### config.mk
export PLATFORM = sky130hd
export DESIGN_NAME = windowed_goertzel_tempo_bin_core
export DESIGN_NICKNAME = d
export VERILOG_FILES = /design/src/design/wgtb_pkg.sv /design/src/design/wgtb_smul.sv /design/src/design/windowed_goertzel_tempo_bin_core.sv
export SDC_FILE = /design/constraint.sdc
export NUM_CORES = 2
export LEC_CHECK = 0
export ABC_CLOCK_PERIOD_IN_PS = 32000
export BUFFER_PORTS_ARGS = -buffer_cell sky130_fd_sc_hd__buf_2
export CORE_AREA = 2 2 487 489
export CTS_BUF_LIST = sky130_fd_sc_hd__clkbuf_8
export DETAILED_ROUTE_END_ITERATION = 8
export DIE_AREA = 0 0 489 491
export GPL_TIMING_DRIVEN = 0
export SYNTH_ARGS = -nofsm -noshare
export SYNTH_HDL_FRONTEND = slang
export SYNTH_SLANG_ARGS = --single-unit
### constraint.sdc
create_clock -name i_clk -period 32 [get_ports i_clk]
set_input_delay 4.8 -clock i_clk [delete_from_list [all_inputs] [get_ports i_clk]]
set_output_delay 4.8 -clock i_clk [all_outputs]
set_load 0.1 [all_outputs]
### src/design/wgtb_pkg.sv
// ----------------------------------------------------------------------------
// wgtb_pkg
// Shared widths, register indexes, control struct and arctangent table for
// the windowed Goertzel tempo bin core.
// ----------------------------------------------------------------------------
`default_nettype none

package wgtb_pkg;

    localparam int MAX_BLOCK_DEF = 1024;

    localparam int Q_W    = 48;   // Goertzel state width
    localparam int ACC_W  = 72;   // serial multiplier accumulator width
    localparam int MPL_W  = 34;   // serial multiplier multiplier-operand width
    localparam int LEN_W  = 6;    // multiplier digit count width
    localparam int RED_W  = 30;   // reduced state width after block scaling
    localparam int C_W    = 33;   // floor(coefficient*b/2^16) width
    localparam int CR_W   = 40;   // rotator datapath width
    localparam int RAD_W  = 64;   // square root radicand width
    localparam int ROOT_W = 32;   // square root result width
    localparam int REM_W  = 35;   // square root partial remainder width
    localparam int DVD_W  = 52;   // magnitude dividend width
    localparam int S_MAX  = 18;   // largest block scaling shift
    localparam int CFG_W  = 19;   // widest configuration register

    localparam logic [1:0] CFG_COEF  = 2'd0;
    localparam logic [1:0] CFG_SINE  = 2'd1;
    localparam logic [1:0] CFG_BLEN  = 2'd2;
    localparam logic [1:0] CFG_POFF  = 2'd3;

    localparam logic [31:0] HALF_TURN = 32'd8388608;

    typedef struct packed {
        logic             start;
        logic             clear;   // zero the accumulator at start
        logic             neg;     // subtract the product
        logic [LEN_W-1:0] len;     // multiplier digits, top one is the sign
    } t_mul_ctl;

    function automatic logic [31:0] atan_lut(input logic [3:0] idx);
        logic [31:0] v;
        unique case (idx)
            4'd0:  v = 32'd2097152;
            4'd1:  v = 32'd1238021;
            4'd2:  v = 32'd654136;
            4'd3:  v = 32'd332050;
            4'd4:  v = 32'd166669;
            4'd5:  v = 32'd83416;
            4'd6:  v = 32'd41718;
            4'd7:  v = 32'd20860;
            4'd8:  v = 32'd10430;
            4'd9:  v = 32'd5215;
            4'd10: v = 32'd2608;
            4'd11: v = 32'd1304;
            4'd12: v = 32'd652;
            4'd13: v = 32'd326;
            4'd14: v = 32'd163;
            default: v = 32'd81;
        endcase
        return v;
    endfunction

endpackage

`default_nettype wire

### src/design/wgtb_smul.sv
// ----------------------------------------------------------------------------
// wgtb_smul
// Bit-serial signed multiply-accumulate: one multiplier bit per cycle.
// ----------------------------------------------------------------------------
`default_nettype none

module wgtb_smul import wgtb_pkg::*; (
    input  wire logic                    i_clk,
    input  wire logic                    i_rst_n,
    input  wire t_mul_ctl                i_ctl,
    input  wire logic signed [ACC_W-1:0] i_mcand,
    input  wire logic signed [MPL_W-1:0] i_mplier,
    output logic signed [ACC_W-1:0]      o_acc,
    output logic                         o_done
);

    logic                    r_busy;
    logic                    r_done;
    logic                    r_neg;
    logic [LEN_W-1:0]        r_cnt;
    logic signed [ACC_W-1:0] r_mcand;
    logic signed [MPL_W-1:0] r_mplier;
    logic signed [ACC_W-1:0] r_acc;
    logic signed [ACC_W-1:0] n_acc;
    logic                    last;

    always_comb begin
        last  = (r_cnt == '0);
        n_acc = r_acc;
        // the top digit carries negative weight
        if (r_mplier[0]) begin
            if (last ^ r_neg) begin
                n_acc = r_acc - r_mcand;
            end else begin
                n_acc = r_acc + r_mcand;
            end
        end
    end

    always_ff @(posedge i_clk) begin
        if (!i_rst_n) begin
            r_busy <= 1'b0;
            r_done <= 1'b0;
        end else begin
            r_done <= 1'b0;
            if (i_ctl.start) begin
                r_busy   <= 1'b1;
                r_neg    <= i_ctl.neg;
                r_cnt    <= i_ctl.len - LEN_W'(1);
                r_mcand  <= i_mcand;
                r_mplier <= i_mplier;
                if (i_ctl.clear) begin
                    r_acc <= '0;
                end
            end else if (r_busy) begin
                r_acc    <= n_acc;
                r_mcand  <= r_mcand <<< 1;
                r_mplier <= r_mplier >>> 1;
                r_cnt    <= r_cnt - LEN_W'(1);
                if (last) begin
                    r_busy <= 1'b0;
                    r_done <= 1'b1;
                end
            end
        end
    end

    assign o_acc  = r_acc;
    assign o_done = r_done;

endmodule

`default_nettype wire

### src/design/windowed_goertzel_tempo_bin_core.sv
// ----------------------------------------------------------------------------
// windowed_goertzel_tempo_bin_core
// Goertzel detector for one tempo bin with windowed input, block magnitude
// and wrapped phase, built around one bit-serial multiplier.
// ----------------------------------------------------------------------------
//  channel   direction  tdata (low bit first)             tuser/tlast
//  s_axis    in         novelty_sample[15:0], window_weight  none
//  m_axis    out        magnitude[15:0], phase[15:0]         none
//  cfg       in         write enable, index, 19-bit data     none
//
//  An item runs two serial multiplies of 17 and 19 digits on the shared
//  multiplier before the next ready. The item that closes a block adds up
//  to 18 scaling shifts, five multiplies, 32 square root steps, 52 divide
//  steps, 16 rotation steps (skipped for a zero vector) and an output step.
//  Reset clears state, count and registers but sets the block length to
//  1024; no clearing pass is needed. A waiting result does not block
//  input; a new result waits for the old.
// ----------------------------------------------------------------------------
`default_nettype none

module windowed_goertzel_tempo_bin_core import wgtb_pkg::*; #(
    parameter int MAX_BLOCK = MAX_BLOCK_DEF
) (
    input  wire logic              i_clk,
    input  wire logic              i_rst_n,
    input  wire logic              i_s_axis_tvalid,
    output logic                   o_s_axis_tready,
    input  wire logic [31:0]       i_s_axis_tdata,   // novelty_sample, window_weight
    output logic                   o_m_axis_tvalid,
    input  wire logic              i_m_axis_tready,
    output logic [31:0]            o_m_axis_tdata,   // magnitude, phase
    input  wire logic              i_cfg_we,
    input  wire logic [1:0]        i_cfg_idx,
    input  wire logic [CFG_W-1:0]  i_cfg_data
);

    localparam int NW = $clog2(MAX_BLOCK + 1);
    localparam int CW = (NW > 11) ? NW : 11;

    typedef enum logic [3:0] {
        S_IDLE, S_MXW, S_MQ, S_SCALE, S_MCB, S_MIM, S_MAA, S_MBB, S_MAC,
        S_SQRT, S_DIV, S_CORD, S_OUT
    } t_state;

    t_state r_state;

    logic signed [18:0]       r_coef;
    logic signed [17:0]       r_sine;
    logic [10:0]              r_blen;
    logic [15:0]              r_poff;

    logic signed [Q_W-1:0]    r_q1, r_q2;
    logic [NW-1:0]            r_cnt;
    logic [17:0]              r_xw;
    logic signed [Q_W-1:0]    r_a, r_b;
    logic [4:0]               r_s;
    logic signed [C_W-1:0]    r_c;
    logic signed [CR_W-1:0]   r_x, r_y;
    logic [31:0]              r_z;
    logic [RAD_W-1:0]         r_rad;
    logic [REM_W-1:0]         r_rem;
    logic [ROOT_W-1:0]        r_root;
    logic [DVD_W-1:0]         r_dvd;
    logic [NW-1:0]            r_drem;
    logic [15:0]              r_quo;
    logic                     r_ovf;
    logic [15:0]              r_mag;
    logic [5:0]               r_it;

    logic                     r_out_valid;
    logic [15:0]              r_out_mag, r_out_ph;

    t_mul_ctl                 r_mctl;
    logic signed [ACC_W-1:0]  r_mcand;
    logic signed [MPL_W-1:0]  r_mplier;
    logic signed [ACC_W-1:0]  mul_acc;
    logic                     mul_done;

    wgtb_smul u_smul (
        .i_clk    (i_clk),
        .i_rst_n  (i_rst_n),
        .i_ctl    (r_mctl),
        .i_mcand  (r_mcand),
        .i_mplier (r_mplier),
        .o_acc    (mul_acc),
        .o_done   (mul_done)
    );

    // effective block length
    logic [CW-1:0] blen_x;
    logic [NW-1:0] n_eff;
    always_comb begin
        blen_x = CW'(r_blen);
        if (blen_x == '0) begin
            n_eff = NW'(1);
        end else if (blen_x > CW'(MAX_BLOCK)) begin
            n_eff = NW'(MAX_BLOCK);
        end else begin
            n_eff = blen_x[NW-1:0];
        end
    end

    // recursion update
    logic signed [ACC_W-1:0] q_sum;
    logic signed [Q_W-1:0]   q0;
    logic [NW:0]             cnt_nx;
    always_comb begin
        q_sum = (mul_acc >>> 16) - ACC_W'(r_q2) + $signed({54'd0, r_xw});
        if (q_sum > $signed({{(ACC_W-Q_W+1){1'b0}}, {(Q_W-1){1'b1}}})) begin
            q0 = {1'b0, {(Q_W-1){1'b1}}};
        end else if (q_sum < -$signed({{(ACC_W-Q_W){1'b0}}, 1'b1, {(Q_W-1){1'b0}}})) begin
            q0 = {1'b1, {(Q_W-1){1'b0}}};
        end else begin
            q0 = q_sum[Q_W-1:0];
        end
        cnt_nx = {1'b0, r_cnt} + (NW+1)'(1);
    end

    logic in_rng;
    always_comb begin
        in_rng = (r_a >= -$signed(Q_W'(2**29))) && (r_a < $signed(Q_W'(2**29)))
              && (r_b >= -$signed(Q_W'(2**29))) && (r_b < $signed(Q_W'(2**29)));
    end

    // square root step: two radicand bits per cycle
    logic [REM_W+1:0] sq_t, sq_trial;
    logic             sq_ge;
    logic [REM_W-1:0] n_rem;
    logic [ROOT_W-1:0] n_root;
    always_comb begin
        sq_t     = {r_rem, r_rad[RAD_W-1 -: 2]};
        sq_trial = (REM_W+2)'({r_root, 2'b01});
        sq_ge    = (sq_t >= sq_trial);
        if (sq_ge) begin
            n_rem  = REM_W'(sq_t - sq_trial);
            n_root = {r_root[ROOT_W-2:0], 1'b1};
        end else begin
            n_rem  = sq_t[REM_W-1:0];
            n_root = {r_root[ROOT_W-2:0], 1'b0};
        end
    end

    // divide step: one quotient bit per cycle
    logic [NW:0]   dv_t;
    logic          dv_ge;
    logic [NW-1:0] n_drem;
    logic [15:0]   n_quo;
    logic          n_ovf;
    always_comb begin
        dv_t   = {r_drem, r_dvd[DVD_W-1]};
        dv_ge  = (dv_t >= {1'b0, n_eff});
        n_drem = dv_ge ? NW'(dv_t - {1'b0, n_eff}) : dv_t[NW-1:0];
        n_quo  = {r_quo[14:0], dv_ge};
        n_ovf  = r_ovf | r_quo[15];
    end

    // rotation step
    logic signed [CR_W-1:0] xs, ys, n_x, n_y;
    logic [31:0]            n_z;
    always_comb begin
        xs = r_x >>> r_it[3:0];
        ys = r_y >>> r_it[3:0];
        if (!r_y[CR_W-1]) begin
            n_x = r_x + ys;
            n_y = r_y - xs;
            n_z = r_z + atan_lut(r_it[3:0]);
        end else begin
            n_x = r_x - ys;
            n_y = r_y + xs;
            n_z = r_z - atan_lut(r_it[3:0]);
        end
    end

    logic signed [RED_W-1:0] a30, b30;
    logic signed [RAD_W-1:0] m2;
    logic signed [CR_W-1:0]  re_v;
    logic [31:0]             z_rnd;
    assign a30   = r_a[RED_W-1:0];
    assign b30   = r_b[RED_W-1:0];
    assign m2    = mul_acc[RAD_W-1:0];
    assign re_v  = CR_W'(a30) - CR_W'(mul_acc >>> 17);
    assign z_rnd = r_z + 32'd128;

    always_ff @(posedge i_clk) begin
        if (!i_rst_n) begin
            r_state     <= S_IDLE;
            r_coef      <= '0;
            r_sine      <= '0;
            r_blen      <= 11'd1024;
            r_poff      <= '0;
            r_q1        <= '0;
            r_q2        <= '0;
            r_cnt       <= '0;
            r_out_valid <= 1'b0;
            r_mctl      <= '0;
        end else begin
            r_mctl.start <= 1'b0;
            if (i_cfg_we) begin
                unique case (i_cfg_idx)
                    CFG_COEF: r_coef <= i_cfg_data[18:0];
                    CFG_SINE: r_sine <= i_cfg_data[17:0];
                    CFG_BLEN: r_blen <= i_cfg_data[10:0];
                    CFG_POFF: r_poff <= i_cfg_data[15:0];
                    default: ;
                endcase
            end
            if (r_out_valid && i_m_axis_tready) begin
                r_out_valid <= 1'b0;
            end

            unique case (r_state)
                S_IDLE: begin
                    if (i_s_axis_tvalid) begin
                        r_mctl   <= '{start: 1'b1, clear: 1'b1, neg: 1'b0,
                                      len: LEN_W'(17)};
                        r_mcand  <= ACC_W'({1'b0, i_s_axis_tdata[15:0]});
                        r_mplier <= MPL_W'({1'b0, i_s_axis_tdata[31:16]});
                        r_state  <= S_MXW;
                    end
                end
                S_MXW: begin
                    if (mul_done) begin
                        r_xw     <= 18'((mul_acc + ACC_W'(16384)) >>> 15);
                        r_mctl   <= '{start: 1'b1, clear: 1'b1, neg: 1'b0,
                                      len: LEN_W'(19)};
                        r_mcand  <= ACC_W'(r_q1);
                        r_mplier <= MPL_W'(r_coef);
                        r_state  <= S_MQ;
                    end
                end
                S_MQ: begin
                    if (mul_done) begin
                        r_q1 <= q0;
                        r_q2 <= r_q1;
                        if (cnt_nx >= {1'b0, n_eff}) begin
                            r_cnt   <= '0;
                            r_a     <= q0;
                            r_b     <= r_q1;
                            r_s     <= '0;
                            r_state <= S_SCALE;
                        end else begin
                            r_cnt   <= cnt_nx[NW-1:0];
                            r_state <= S_IDLE;
                        end
                    end
                end
                S_SCALE: begin
                    if (in_rng || r_s == 5'(S_MAX)) begin
                        r_mctl   <= '{start: 1'b1, clear: 1'b1, neg: 1'b0,
                                      len: LEN_W'(19)};
                        r_mcand  <= ACC_W'(b30);
                        r_mplier <= MPL_W'(r_coef);
                        r_state  <= S_MCB;
                    end else begin
                        r_a <= r_a >>> 1;
                        r_b <= r_b >>> 1;
                        r_s <= r_s + 5'd1;
                    end
                end
                S_MCB: begin
                    if (mul_done) begin
                        r_c      <= C_W'(mul_acc >>> 16);
                        r_x      <= re_v;
                        r_mctl   <= '{start: 1'b1, clear: 1'b1, neg: 1'b0,
                                      len: LEN_W'(18)};
                        r_mcand  <= ACC_W'(b30);
                        r_mplier <= MPL_W'(r_sine);
                        r_state  <= S_MIM;
                    end
                end
                S_MIM: begin
                    if (mul_done) begin
                        r_y      <= CR_W'(mul_acc >>> 16);
                        r_mctl   <= '{start: 1'b1, clear: 1'b1, neg: 1'b0,
                                      len: LEN_W'(RED_W)};
                        r_mcand  <= ACC_W'(a30);
                        r_mplier <= MPL_W'(a30);
                        r_state  <= S_MAA;
                    end
                end
                S_MAA: begin
                    if (mul_done) begin
                        r_mctl   <= '{start: 1'b1, clear: 1'b0, neg: 1'b0,
                                      len: LEN_W'(RED_W)};
                        r_mcand  <= ACC_W'(b30);
                        r_mplier <= MPL_W'(b30);
                        r_state  <= S_MBB;
                    end
                end
                S_MBB: begin
                    if (mul_done) begin
                        r_mctl   <= '{start: 1'b1, clear: 1'b0, neg: 1'b1,
                                      len: LEN_W'(RED_W)};
                        r_mcand  <= ACC_W'(r_c);
                        r_mplier <= MPL_W'(a30);
                        r_state  <= S_MAC;
                    end
                end
                S_MAC: begin
                    if (mul_done) begin
                        // clamp a negative energy to zero
                        r_rad   <= m2[RAD_W-1] ? '0 : m2;
                        r_rem   <= '0;
                        r_root  <= '0;
                        r_it    <= '0;
                        r_state <= S_SQRT;
                    end
                end
                S_SQRT: begin
                    r_rad  <= r_rad << 2;
                    r_rem  <= n_rem;
                    r_root <= n_root;
                    r_it   <= r_it + 6'd1;
                    if (r_it == 6'(ROOT_W - 1)) begin
                        r_dvd   <= DVD_W'(n_root) << (r_s + 5'd1);
                        r_drem  <= '0;
                        r_quo   <= '0;
                        r_ovf   <= 1'b0;
                        r_it    <= '0;
                        r_state <= S_DIV;
                    end
                end
                S_DIV: begin
                    r_dvd  <= r_dvd << 1;
                    r_drem <= n_drem;
                    r_quo  <= n_quo;
                    r_ovf  <= n_ovf;
                    r_it   <= r_it + 6'd1;
                    if (r_it == 6'(DVD_W - 1)) begin
                        r_mag <= n_ovf ? 16'hFFFF : n_quo;
                        r_it  <= '0;
                        if (r_x == '0 && r_y == '0) begin
                            r_z     <= '0;
                            r_state <= S_OUT;
                        end else if (r_x[CR_W-1]) begin
                            // turn the left half plane by half a turn
                            r_x     <= -r_x;
                            r_y     <= -r_y;
                            r_z     <= HALF_TURN;
                            r_state <= S_CORD;
                        end else begin
                            r_z     <= '0;
                            r_state <= S_CORD;
                        end
                    end
                end
                S_CORD: begin
                    r_x  <= n_x;
                    r_y  <= n_y;
                    r_z  <= n_z;
                    r_it <= r_it + 6'd1;
                    if (r_it == 6'd15) begin
                        r_state <= S_OUT;
                    end
                end
                S_OUT: begin
                    if (!r_out_valid || i_m_axis_tready) begin
                        r_out_mag   <= r_mag;
                        r_out_ph    <= z_rnd[23:8] + r_poff;
                        r_out_valid <= 1'b1;
                        r_q1        <= '0;
                        r_q2        <= '0;
                        r_state     <= S_IDLE;
                    end
                end
                default: r_state <= S_IDLE;
            endcase
        end
    end

    assign o_s_axis_tready = (r_state == S_IDLE);
    assign o_m_axis_tvalid = r_out_valid;
    assign o_m_axis_tdata  = {r_out_ph, r_out_mag};

    a_done_in_mul: assert property (@(posedge i_clk) disable iff (!i_rst_n)
        mul_done |-> (r_state == S_MXW || r_state == S_MQ || r_state == S_MCB ||
                      r_state == S_MIM || r_state == S_MAA || r_state == S_MBB ||
                      r_state == S_MAC))
        else $error("multiplier finished outside a multiply step");

    a_scale_bound: assert property (@(posedge i_clk) disable iff (!i_rst_n)
        r_state == S_SCALE |-> r_s <= 5'(S_MAX))
        else $error("block scaling shift out of range");

    a_cnt_bound: assert property (@(posedge i_clk) disable iff (!i_rst_n)
        r_state == S_IDLE |-> {1'b0, r_cnt} < (NW+1)'(MAX_BLOCK))
        else $error("sample count reached the block limit while idle");

    a_out_hold: assert property (@(posedge i_clk) disable iff (!i_rst_n)
        (r_state == S_OUT && r_out_valid && !i_m_axis_tready) |=> $stable(r_out_ph))
        else $error("pending result overwritten");

endmodule

`default_nettype wire

# [Yosys cells after proc, flatten, opt, wreduce, memory -nomap -nowiden]
# Memories as Yosys holds them, arrays and structs flattened. A register that Yosys moved wholly into a read port is not among the register bits.
# Index checks and enable logic that the tools add are counted.
[classes] add_sub_neg=23 magnitude_cmp=10 n_eq_ne=39 n_shift=3 mux=121 bitwise=5 n_reduce_logical=56
[ops] operator="$mux 72" n=13
[ops] operator="$mux 48" n=9
[ops] operator="$pmux 72 s6" n=1
[ops] operator="$mux 40" n=10
[ops] operator="$pmux 48 s2" n=4
[ops] operator="$pmux 40 s3" n=2
[ops] operator="$mux 34" n=7
[ops] operator="$pmux 34 s6" n=1
[ops] operator="$mux 32" n=5
[ops] operator="$pmux 32 s2" n=2
[ops] operator="$pmux 64 s2" n=1
[ops] operator="$pmux 52 s2" n=1
[ops] operator="$ge 48x30->1 const B" n=2
[ops] operator="$lt 48x31->1 const B" n=2
[ops] operator="$mux 47" n=2
[ops] operator="$add 40x40->40" n=2
[ops] operator="$logic_not 40->1" n=2
[ops] operator="$neg 40->40" n=2
[ops] operator="$sshr 40x4->40" n=2
[ops] operator="$sub 40x40->40" n=2
[ops] operator="$add 72x72->72" n=1
[ops] operator="$sub 72x72->72" n=1
[ops] operator="$mux 35" n=2
[ops] operator="$pmux 35 s2" n=1
[ops] operator="77 further kinds" n=180
[word_totals] register_bits=1007 rom_bits=704 input_bits=58 mem_count=2
[memory_table] name="(name not given)" depth=16 word_bits=22 read_ports=1 rd_clocked_by_memory_dff=1 write_ports=0 line_no="wgtb_pkg.sv:42" text="unique case (idx)"
[memory_table] name="(name not given)" depth=16 word_bits=22 read_ports=1 rd_clocked_by_memory_dff=1 write_ports=0 line_no="wgtb_pkg.sv:42"

# [Depth between registers and ports, before layout]
[logic_depth] word_depth=8 ltp_mapped=27 depth_no_buf=24

# [Modules after synthesis]
# Synthesis repeated with hierarchy kept, for this count alone.
[unflattened] cells_unflattened=7607 hier_area_um2=71292.1
[by_module_without_submodules] module="windowed_goertzel_tempo_bin_core" instances=1 cells_per_inst=6283 area_per_inst_um2=57998.1
[by_module_without_submodules] module="wgtb_smul" instances=1 cells_per_inst=1324 area_per_inst_um2=13294.0

# [Worst setup path after synthesis]
# Ideal clock, no wire load.
[synth_path] path_kind="in2reg" from="input i_rst_n" to="register r_rad[0], enable pin" arrival_time_ns=14.234 t_required_ns=31.218 path_slack_ns=16.984 cell_stages=4 path_buffers=2 cell_sequence="clkbuf_1 clkbuf_1 o21ai_0 nor3_1"
[synth_between] elab_chain_cells=1
[synth_rtl] item="from (decl)" line_no="windowed_goertzel_tempo_bin_core.sv:25" text="input wire logic i_rst_n,"
[synth_rtl] item="$reduce_and 3->1 (no source line)"
[synth_rtl] item="to (signal assigned)" line_no="windowed_goertzel_tempo_bin_core.sv:302" text="r_rad <= m2[RAD_W-1] ? '0 : m2;"
[synth_rtl] item="to (signal assigned)" line_no="windowed_goertzel_tempo_bin_core.sv:310" text="r_rad <= r_rad << 2;"
[synth_rtl] item="to (decl)" line_no="windowed_goertzel_tempo_bin_core.sv:60" text="logic [RAD_W-1:0] r_rad;"
# No other way between the ends.
# A chain may end at the register's enable or synchronous reset.

# [Worst setup path after layout]
[layout_path] from="register r_it[3]" to="register r_x[39] (data pin)"
[layout_between] elab_chain_cells=4
[layout_rtl] item="from (decl)" line_no="windowed_goertzel_tempo_bin_core.sv:68" text="logic [5:0] r_it;"
[layout_rtl] item="from (signal assigned)" line_no="windowed_goertzel_tempo_bin_core.sv:313" text="r_it <= r_it + 6'd1;"
[layout_rtl] item="from (signal assigned)" line_no="windowed_goertzel_tempo_bin_core.sv:328" text="r_it <= r_it + 6'd1;"
[layout_rtl] item="from (signal assigned)" line_no="windowed_goertzel_tempo_bin_core.sv:351" text="r_it <= r_it + 6'd1;"
[layout_rtl] item="$sshr 40x4->40 (*)" line_no="windowed_goertzel_tempo_bin_core.sv:162" text="ys = r_y >>> r_it[3:0];"
[layout_rtl] item="$add 40x40->40 / $sub 40x40->40 (equally long branches)" line_no="windowed_goertzel_tempo_bin_core.sv:164, windowed_goertzel_tempo_bin_core.sv:168"
[layout_rtl] item="$mux 40 (*)" line_no="windowed_goertzel_tempo_bin_core.sv:163" text="if (!r_y[CR_W-1]) begin"
[layout_rtl] item="$pmux 40 s3 (*)" line_no="windowed_goertzel_tempo_bin_core.sv:211" text="unique case (r_state)"
[layout_rtl] item="to (signal assigned)" line_no="windowed_goertzel_tempo_bin_core.sv:263" text="r_x <= re_v;"
[layout_rtl] item="to (signal assigned)" line_no="windowed_goertzel_tempo_bin_core.sv:337" text="r_x <= -r_x;"
[layout_rtl] item="to (signal assigned)" line_no="windowed_goertzel_tempo_bin_core.sv:348" text="r_x <= n_x;"
[layout_rtl] item="to (decl)" line_no="windowed_goertzel_tempo_bin_core.sv:58" text="logic signed [CR_W-1:0] r_x, r_y;"
# Mark *: on every way between the ends. The rest lies on a longest branch, timed or not.

==> flow_summary.yaml <==
status:
  outcome: "finished with violations"
  violations: "max-capacitance violations, max-slew violations"
setup_path:
  critPathSlowestCell: "sky130_fd_sc_hd__clkbuf_1"
  crit_required_ps: 32640
  path_common_cell: "sky130_fd_sc_hd__clkbuf_1"
  reg_to_reg_start: "r_it[3]"
  setup.worst_path.end_class: "flip-flop"
  worst_ep_arrival_time_ps: 8630
  crit_path_max_cell_delay_ps: 790
  reg2reg_slack_ps: 24010
  criticalPathCategory: "reg2reg"
  worst_r2r_path_depth: 22
  path_max_fanout: 10
  worst_setup_path_start_kind: "flip-flop"
  timing.rr.end: "r_x[39]"
  timing.critical_path.cells: "clkbuf_1 > clkbuf_1 > clkbuf_1 > buf_2 > clkbuf_1 > clkbuf_1 > clkbuf_1 > mux2i_1 > xor2_1 > ha_1 > and3_1 > or3_1 > o221a_2 > o41ai_1 > a211oi_1 > o31ai_1 > a21oi_1 > a21oi_1 > a211o_1 > xnor3_1 > nand2_1 > o221ai_1"
hold_path:
  hold_path_depth: 0
  worstHoldEndpoint: "r_out_mag[11]"
  worst_hold_path_type: "reg2reg"
  startpoint_of_the_lowest_slack_hold_path: "r_mag[11]"
timing:
  setup_repair_after_global_routing_missed_its_margin: "false"
  fin_skew_ps: 87.9
  slew_viol_final: 8
  finalHoldViolCount: 0
  worst_hold_slack_ps: 421
  relSlewSlack_pct: -2.21
  period_share_pct: 25.0
  achievable-frequency_mhz: 125
  setup_total_negative_slack_ps: 0
  number_of_endpoints_failing_setup_at_the_final_stage: 0
  postLayoutSetupSlackWorst_ps: 24010
  worst_pin_slew_ps: 1530
  period_minus_slack_ps: 7990
drt:
  drt-initial-drc-count: 6744
  detail_route.wirelength_um: 260000
  detail_route.wl_per_cell_um: 23.5
  1st_pass_router_iterations: 8
  antenna_left: 0
  route.detailed.drc: 0
  vias: 61300
  post_detailed_route_via_to_cell_ratio: 5.54
layout:
  most_common_cell_after_layout_fill_and_taps_aside: "sky130_fd_sc_hd__nand2_1"
  design.final.nets: 8228
  synthToLayoutAreaGrowth_pct: 12.1
  layout-drive-gt1-share_pct: 8.74
  layout_common_cells: "sky130_fd_sc_hd__nand2_1, sky130_fd_sc_hd__edfxtp_1, sky130_fd_sc_hd__nor2_1, sky130_fd_sc_hd__a21oi_1, sky130_fd_sc_hd__ha_1"
  final.fill_count: 24000
power:
  vdd.ir_drop.worst_mv: 0.0446
  static_leakage_uw: 0.0296
  sw_frac_of_total_pct: 38.0
  register_share_of_total_power_pct: 37.8
  power.combinational.fraction_pct: 35.0
  clock_power_share_pct: 27.2
  total_switching_power_uw: 1720
  power-per-cell-area_nw_per_um2: 57.5
  power.internal_uw: 2800
placement:
  place_ws_ps: 23600
  buffer_ports.inserted: 90
  gp_congestion: 0.972
  dp.final_hpwl_um: 205000
grt:
  globalRoute.totalOverflow: 0
  grt_pass1_vias: 58600
  grt_max_degree: 94
  number_of_antenna_violations_at_the_first_check_in_global_routing: 11
  grt.total_usage_pct: 20.9
  grt_pass1_wl_um: 381000
synth:
  fraction_of_the_mapped_netlist_area_in_compound_gates_pct: 18.1
  synthesis.instances: 7448
  synthesis.area_um2: 70000
  post_synth_main_area_contributors: "sky130_fd_sc_hd__edfxtp_1, sky130_fd_sc_hd__ha_1, sky130_fd_sc_hd__dfxtp_1"
  post_synth_and_or_nand_nor_area_fraction_pct: 16.5
  ys_ff_latch: 991
  synth.yosys.seq_area_share_pct: 39.6
  synth_ff_type: "sky130_fd_sc_hd__edfxtp_1"
  avgSynthCellArea_um2: 9.40
  yosys.cell_types.count: 97
  synthXorXnorAreaFrac_pct: 6.71
  synthMuxAreaShare_pct: 7.22
  biggest_area_consumer_among_synthesized_cells: "sky130_fd_sc_hd__edfxtp_1"
  dominant_combinational_cell_family_by_area_after_synthesis: "compound AO/OA/AOI/OAI gates"
  asyncSetResetFlopFracSynth_pct: 0
  area_share_of_the_largest_cell_type_after_synthesis_pct: 33.6
  syn_nets: 7929
  post_synth_edffs: 784
  yosysWarnings: 0
  synth_adder_area_share_pct: 7.83
cts:
  cts_tree: "built"
  postCtsHoldBufs: 0
  cts.sinks: 991
  clock_tree.buffer_depth: 3
  clk_root_buffer_cell: "sky130_fd_sc_hd__clkbuf_8"
  post_cts_resized: 0
  cts-htree-levels: 4
  clk_pin_slew_ps: 70
  cts_buffers: 176
  cts_setup_buffers: 0
  clk_latency_ps: 950
die:
  die_h_um: 491
  rows: 178
  floorplan.initialDensity_pct: 29.8
  ios: 92
  fp.dieW_um: 489
  core_region_area_um2: 235000
  dieArea_um2: 240000
job:
  cap_viol_max_count: 1
worst max-delay path, delay by kind of cell (launching register included):
family,cells,cell delay [ps]
simple gates,3,640
compound gates,8,1970
flops,1,320
fa+ha+maj,1,300
buf+inv,7,3600
mux,1,330
xor+xnor,2,500
power groups by stage:
stage / clock (uW) / sequential [uW] / combinational [uW]
3_3_place_gp: 0 / 1740 / 1520
3_5_place_dp: 0 / 1730 / 1550
4_1_cts: 1250 / 1710 / 1560
5_1_grt: 1300 / 1710 / 1730
2_1_floorplan: 0 / 1660 / 1120
6_report: 1230 / 1710 / 1580
metrics by stage:
stage / utilization (%) / cell area [um^2] / std cells / power, uW
after global placement: 31.7 / 74400 / 10700 / 3260
after CTS: 33.4 / 78400 / 11000 / 4510
after detailed placement: 31.9 / 74900 / 10700 / 3280
after floorplan: - / 70000 / 7448 / 2780
final: 33.5 / 78500 / 11100 / 4520
after global routing: 33.5 / 78500 / 11000 / 4750
routing by layer:
| layer | wire (um) | share of wire [%] | vias up | global-route usage [%] |
|---|---|---|---|---|
| met4 | 12200 | 4.7 | 2 | 9.35 |
| met2 | 115000 | 44 | 2765 | 32.3 |
| met1 | 110000 | 42 | 30000 | 28.1 |
| li1 | - | - | 28100 | - |
| met5 | 13 | 0.0050 | - | 0 |
| met3 | 22700 | 8.7 | 474 | 4.20 |
cells in the mapped netlist (92+ instances only):
| cell type | n |
|---|---|
| sky130_fd_sc_hd__a21o_1 | 201 |
| sky130_fd_sc_hd__a21oi_1 | 502 |
| sky130_fd_sc_hd__a221o_1 | 92 |
| sky130_fd_sc_hd__clkbuf_1 | 320 |
| sky130_fd_sc_hd__dfxtp_1 | 207 |
| sky130_fd_sc_hd__edfxtp_1 | 784 |
| sky130_fd_sc_hd__ha_1 | 398 |
| sky130_fd_sc_hd__inv_1 | 323 |
| sky130_fd_sc_hd__mux2_2 | 125 |
| sky130_fd_sc_hd__mux2i_1 | 117 |
| sky130_fd_sc_hd__mux4_2 | 110 |
| sky130_fd_sc_hd__nand2_1 | 986 |
| sky130_fd_sc_hd__nand3_1 | 176 |
| sky130_fd_sc_hd__nor2_1 | 617 |
| sky130_fd_sc_hd__nor3_1 | 130 |
| sky130_fd_sc_hd__o21ai_0 | 375 |
| sky130_fd_sc_hd__xnor2_1 | 311 |
| sky130_fd_sc_hd__xor2_1 | 223 |
state kept, by name, indices dropped and copies added (netlist names), 48 cells and up, named ones only:
name	count
u_smul.o_acc	72
u_smul.r_mcand	72
r_rad	64
r_dvd	52
r_a	48
r_b	48
r_mcand	48
r_q1	48
r_q2	48
logic make-up (layout without fill, tap and decap cells):
group           after synthesis  in the layout
compound gates             1912           1912
xor+xnor                    535            535
fa+ha+maj                   423            423
buf+inv                     722           1170
flops                       991            991
mux                         352            352
other cells                   0              9
simple gates               2513           2513
worst max-delay path by stage:
stage | startpoint | to | slack (ps) | depth (start not counted)
final | r_it[3] | r_x[39] | 24010 | 22
after CTS | r_it[3] | r_x[39] | 24160 | 22
after detailed placement | i_rst_n | r_x[33] | 23600 | 6
after global routing | r_it[2] | r_y[38] | 23660 | 24
after floorplan | i_rst_n | r_rad[0] | 16980 | 4
after global placement | i_rst_n | r_rad[56] | 10490 | 5
cell type report:
| type | count | area [um^2] | area share (%) |
|---|---|---|---|
| Clock buffer | 189 | 2600 | 3.31 |
| Inverter | 325 | 1220 | 1.56 |
| Antenna cell | 9 | 22.5 | 0.0287 |
| Sequential cell | 991 | 27700 | 35.3 |
| Clock inverter | 138 | 918 | 1.17 |
| Buffer | 397 | 1580 | 2.02 |
| Multi-Input combinational cell | 5735 | 39600 | 50.4 |
| Tap cell | 3150 | 3940 | 5.02 |
| Timing Repair Buffer | 121 | 910 | 1.16 |
Note: power is estimated with default switching activity, not from simulation.
